==> src/hw/rtl/vertex_transform_perspective_divide_unit_defines.svh <==
// Assertion macros shared by the vertex transform RTL.
`ifndef VERTEX_TRANSFORM_PERSPECTIVE_DIVIDE_UNIT_DEFINES_SVH
`define VERTEX_TRANSFORM_PERSPECTIVE_DIVIDE_UNIT_DEFINES_SVH
`ifndef SYNTHESIS
`define VTPD_ASSERT(lbl, prop) \
	lbl: assert property (@(posedge clk) disable iff (!arst_n) prop) \
		else $error("vtpd property violated");
`define VTPD_NEVER(lbl, cond) \
	lbl: assert property (@(posedge clk) disable iff (!arst_n) !(cond)) \
		else $error("vtpd forbidden condition seen");
`else
`define VTPD_ASSERT(lbl, prop)
`define VTPD_NEVER(lbl, cond)
`endif
`endif

==> src/hw/rtl/vtpd_pkg.sv <==
// Shared types and constants of the vertex transform and perspective divide unit.
package vtpd_pkg;
	localparam int FRAC_BITS_DEF = 16;
	localparam int NUM_REGS = 8;
	localparam int REG_W = 64;
	localparam int MAG_W = 64;
	localparam int QBITS = 33;
	localparam int QUEUE_DEPTH_DEF = 4;

	typedef logic [NUM_REGS-1:0][REG_W-1:0] vtpd_matrix_t;

	typedef struct packed {
		logic [2:0][MAG_W-1:0] num_mag;
		logic [MAG_W-1:0]      den_mag;
		logic [2:0]            neg;
		logic                  w_zero;
		logic                  last;
	} vtpd_item_t;
endpackage

==> src/hw/rtl/vtpd_queue.sv <==
// Short queue between the front end and the divider.
`include "vertex_transform_perspective_divide_unit_defines.svh"
module vtpd_queue #(
	parameter int DEPTH = vtpd_pkg::QUEUE_DEPTH_DEF
) (
	input  logic                 clk,
	input  logic                 arst_n,
	input  logic                 push_valid,
	output logic                 push_full,
	input  vtpd_pkg::vtpd_item_t push_item,
	output logic                 pop_valid,
	input  logic                 pop_ready,
	output vtpd_pkg::vtpd_item_t pop_item
);
	import vtpd_pkg::*;

	localparam int PW = (DEPTH > 1) ? $clog2(DEPTH) : 1;
	localparam int CW = $clog2(DEPTH + 1);

	vtpd_item_t mem_q [DEPTH];
	logic [PW-1:0] wr_ptr_q, rd_ptr_q;
	logic [CW-1:0] count_q;
	logic do_push, do_pop;

	assign push_full = (count_q == CW'(DEPTH));
	assign pop_valid = (count_q != '0);
	assign pop_item = mem_q[rd_ptr_q];
	assign do_push = push_valid && !push_full;
	assign do_pop = pop_valid && pop_ready;

	always_ff @(posedge clk or negedge arst_n) begin
		if (!arst_n) begin
			wr_ptr_q <= '0;
			rd_ptr_q <= '0;
			count_q <= '0;
		end else begin
			if (do_push) begin
				wr_ptr_q <= (wr_ptr_q == PW'(DEPTH - 1)) ? '0 : wr_ptr_q + 1'b1;
			end
			if (do_pop) begin
				rd_ptr_q <= (rd_ptr_q == PW'(DEPTH - 1)) ? '0 : rd_ptr_q + 1'b1;
			end
			if (do_push && !do_pop) begin
				count_q <= count_q + 1'b1;
			end else if (do_pop && !do_push) begin
				count_q <= count_q - 1'b1;
			end
		end
	end

	always_ff @(posedge clk) begin
		if (do_push) begin
			mem_q[wr_ptr_q] <= push_item;
		end
	end

	`VTPD_NEVER(a_no_push_full, push_valid && push_full)
	`VTPD_ASSERT(a_count_bound, count_q <= CW'(DEPTH))
	`VTPD_ASSERT(a_count_step, do_push && !do_pop |=> count_q == $past(count_q) + 1'b1)
endmodule

==> config.mk <==
export PLATFORM = sky130hd
export DESIGN_NAME = vtpd_queue
export DESIGN_NICKNAME = d
export VERILOG_FILES = /design/src/hw/rtl/vtpd_pkg.sv /design/src/hw/rtl/vtpd_queue.sv
export VERILOG_INCLUDE_DIRS = /design/src /design/src/hw/rtl
export SDC_FILE = /design/constraint.sdc
export NUM_CORES = 1
export LEC_CHECK = 0
export ABC_AREA = 1
export ABC_CLOCK_PERIOD_IN_PS = 30700
export BUFFER_PORTS_ARGS = -buffer_cell sky130_fd_sc_hd__buf_2
export CAP_MARGIN = 20
export CELL_PAD_IN_SITES_DETAIL_PLACEMENT = 2
export CELL_PAD_IN_SITES_GLOBAL_PLACEMENT = 2
export CORE_MARGIN = 2
export CORE_UTILIZATION = 43
export CTS_CLUSTER_DIAMETER = 80
export CTS_CLUSTER_SIZE = 10
export DETAILED_ROUTE_END_ITERATION = 8
export GPL_ROUTABILITY_DRIVEN = 0
export PLACE_DENSITY_LB_ADDON = 0.1
export SYNTH_ARGS = -nofsm -noshare
export SYNTH_HDL_FRONTEND = slang
export SYNTH_SLANG_ARGS = --single-unit
==> constraint.sdc <==
create_clock -name clk -period 30.7 [get_ports clk]
set_input_delay 3.07 -clock clk [delete_from_list [all_inputs] [get_ports clk]]
set_output_delay 3.07 -clock clk [all_outputs]
set_load 0.03 [all_outputs]
==> metrics.md <==
| Metric | Value |
|---|---|
| Final worst path period need | 8.09 ns |
| Core box area | 0.0963 mm^2 |
| Initial antenna violation count | 50 |
| Final net count | 3884 |
| Drt via density | 5.30 |
| Sequential share of the synthesized area | 0.758 |
| CTS buffer count | 115 |
| Postcts setup bufs | 0 |
| Rows | 114 |
| Failing checks | slew limit |
| Via Count | 26.1k |
| Hold path cells | 2 |
| Post-synth EDFFs | 1044 |
| Placed Instances | 4766 |
| Post-synth top area cell | edfxtp_1 |
| Place WS | 22.85 ns |
| Most used routing layer | met2 |
| Hold buffer count at cts | 0 |
| Synth Instances | 3104 |
| Deepest clock path buffer count | 3 |
| Setup violators final | 0 |
| Slew @ Worst Pin | 1.52 ns |
| Total GRT Usage | 0.243 |
| Die W | 315 um |
| LEAKAGE | 0.0189 uW |
| Final Core Density | 0.503 |
| Layout cells sized above 1 | 0.191 |
| Drt wl/cell | 24.9 um |
| Top-area cell type share of the netlist area | 0.754 |
| Area delta synth->final | 16.5% |
| Synthesized flop and latch total | 1051 |
| Final Cycle Share | 0.263 |
| Max Clock Skew | 0.0248 ns |
| First-pass GRT wire length | 180000 um |
| Detailed placement HPWL | 75100 um |
| Worst EP arrival | 5.02 ns |
| R2R depth | 7 |
| Slew Limit Headroom | -0.0162 |
| Pre-Repair DR Iteration Count | 5 |
| Post-synth ARST share | 0.00666 |
| Routed Antenna Nets | 0 |
| M2 GR Usage | 0.456 |
| Met3 Resource Use GR | 0.0605 |
| Clock latency on the worst-skew pair | 0.71 ns |
| # IOs | 528 |
| Syn Nets | 3376 |
| Routed wire length | 123000 um |
| CP startpoint kind | flip-flop |
| Synth cell types | 17 |
| Crit. End Element | primary output |
| Synth top cells by count | edfxtp_1, nand2_1, inv_1 |
| Hold slack | 0.515 ns |
| Height of the die | 315 um |
| Fmax | 124 MHz |
| H-Tree Depth | 3 |
| CTS resizes | 0 |
| Synthesis warning total | 0 |
| Initial DRC Count | 1644 |
| Netlist Area Pre-Place | 0.0416 mm^2 |
| Main flop type after synthesis | edfxtp_1 |
| Port Buffers | 527 |
| GR Overflow Total | 0 |
| Number of global-route vias before repair | 29.5k |
| DRC viols | 0 |
| Initial Utilization | 0.432 |
| CTS clk-pin slew, worst paths | 0.06 ns |
| Clock sink count | 1051 |
| Peak supply drop | 66.3 uV |
| Max cap viols | 0 |
| CP max FO | 104 |
| HP Class | flip-flop to flip-flop |
| CTS tree | built |
| WS Path Type | flip-flop to primary output |
| Global Route met1 Usage | 0.264 |
| Non-Filler Instances | 4925 |
| Status | complete, but fails checks |
| Fin. max-slew vios | 26 |
| Final worst setup slack | 22.61 ns |
| Hold Fails Final Rpt | 0 |
| Pwr Density | 108 mW/mm^2 |
| Synthesized area per cell | 13.4 um^2 |
| Pin count of the biggest net entering global routing | 187 |
| Clock root cell | clkbuf_16 |
| DIE AREA | 0.0992 mm^2 |
| CP Data Required Time | 27.63 ns |
| Most frequent cell after synthesis | edfxtp_1 |
| Top post-synthesis cells by area | edfxtp_1, o211ai_1, nand2_1 |
| RSZ-0062 raised after global routing | no |
| Setup TNS | 0 ns |
==> kinds of logic (layout without fill, tap and decap cells) <==
| kind of cell | after synthesis | after routing | share of synthesized area |
|---|---|---|---|
| compound gates | 523 | 523 | 0.0944 |
| buf+inv | 710 | 1237 | 0.0712 |
| flops | 1051 | 1051 | 0.758 |
| simple gates | 812 | 812 | 0.0736 |
| fa+ha+maj | 7 | 7 | 0.00229 |
| xor+xnor | 1 | 1 | 0.000211 |
| other cells | 0 | 18 | 0 |
==> state kept, by name (all words and copies together), names as in the netlist <==
signal / flops
count_q: 3
mem_q: 1044
rd_ptr_q: 2
wr_ptr_q: 2
==> layer usage <==
layer | vias up | routed length [um]
li1 | 11800 | -
met1 | 13400 | 44900
met2 | 578 | 66300
met3 | 226 | 7160
met4 | 46 | 3940
met5 | - | 287
==> layout by cell type, fill, tap and decap left out, drive strengths merged, types with 6 or more instances in the layout <==
| master | synthesis | routed |
|---|---|---|
| clkbuf | 18 | 131 |
| inv | 537 | 541 |
| nand3 | 7 | 7 |
| edfxtp | 1044 | 1044 |
| buf | 155 | 564 |
| diode | 0 | 18 |
| nand2 | 798 | 798 |
| nor2 | 6 | 6 |
| ha | 6 | 6 |
| dfrtp | 7 | 7 |
| o211ai | 522 | 522 |
==> path summary, 6_finish.rpt <==
| check | start | end | slack [ns] |
|---|---|---|---|
| max | rd_ptr_q[0] | pop_item[150] | 22.61 |
| min | count_q[2] | count_q[2] | 0.52 |
| max reg2reg | count_q[0] | mem_q[0][80] | 26.76 |
| min reg2reg | count_q[2] | count_q[2] | 0.52 |
| max in group asynchronous | arst_n | rd_ptr_q[1] | 28.27 |
| min in group asynchronous | arst_n | count_q[2] | 2.22 |
==> layout make-up <==
class | count | area, um^2
fillers | 9342 | 47800
flip-flops and latches | 1051 | 31500
multi-input cells | 1343 | 7120
repair buffers | 564 | 3060
clock buffers | 131 | 3000
inverters | 537 | 2020
well taps | 1276 | 1600
clock inverters | 5 | 62.6
diodes | 18 | 45.0
==> per-stage QoR <==
step / total power, uW / cell area [um^2]
finish: 5240 / 48400
global route: 5500 / 48400
CTS: 5290 / 48300
detailed placement: 4060 / 45200
global placement: 3950 / 45200
floorplan: 3460 / 41600
==> where the power goes <==
group / internal (uW) / switching (uW)
logic: 485 / 1570
clock network: 677 / 533
registers: 1890 / 92.6
total: 3050 / 2190
==> worst max-delay path: stages (launching register included) <==
cell and delay, ns:
dfrtp_4 0.73, buf_16 0.31, buf_4 0.86, buf_4 0.61
buf_16 0.30, buf_4 0.78, nand2_1 0.18, o211ai_1 0.16
nand2_1 0.08, buf_2 0.18
Note: power is estimated with default switching activity, not from simulation.
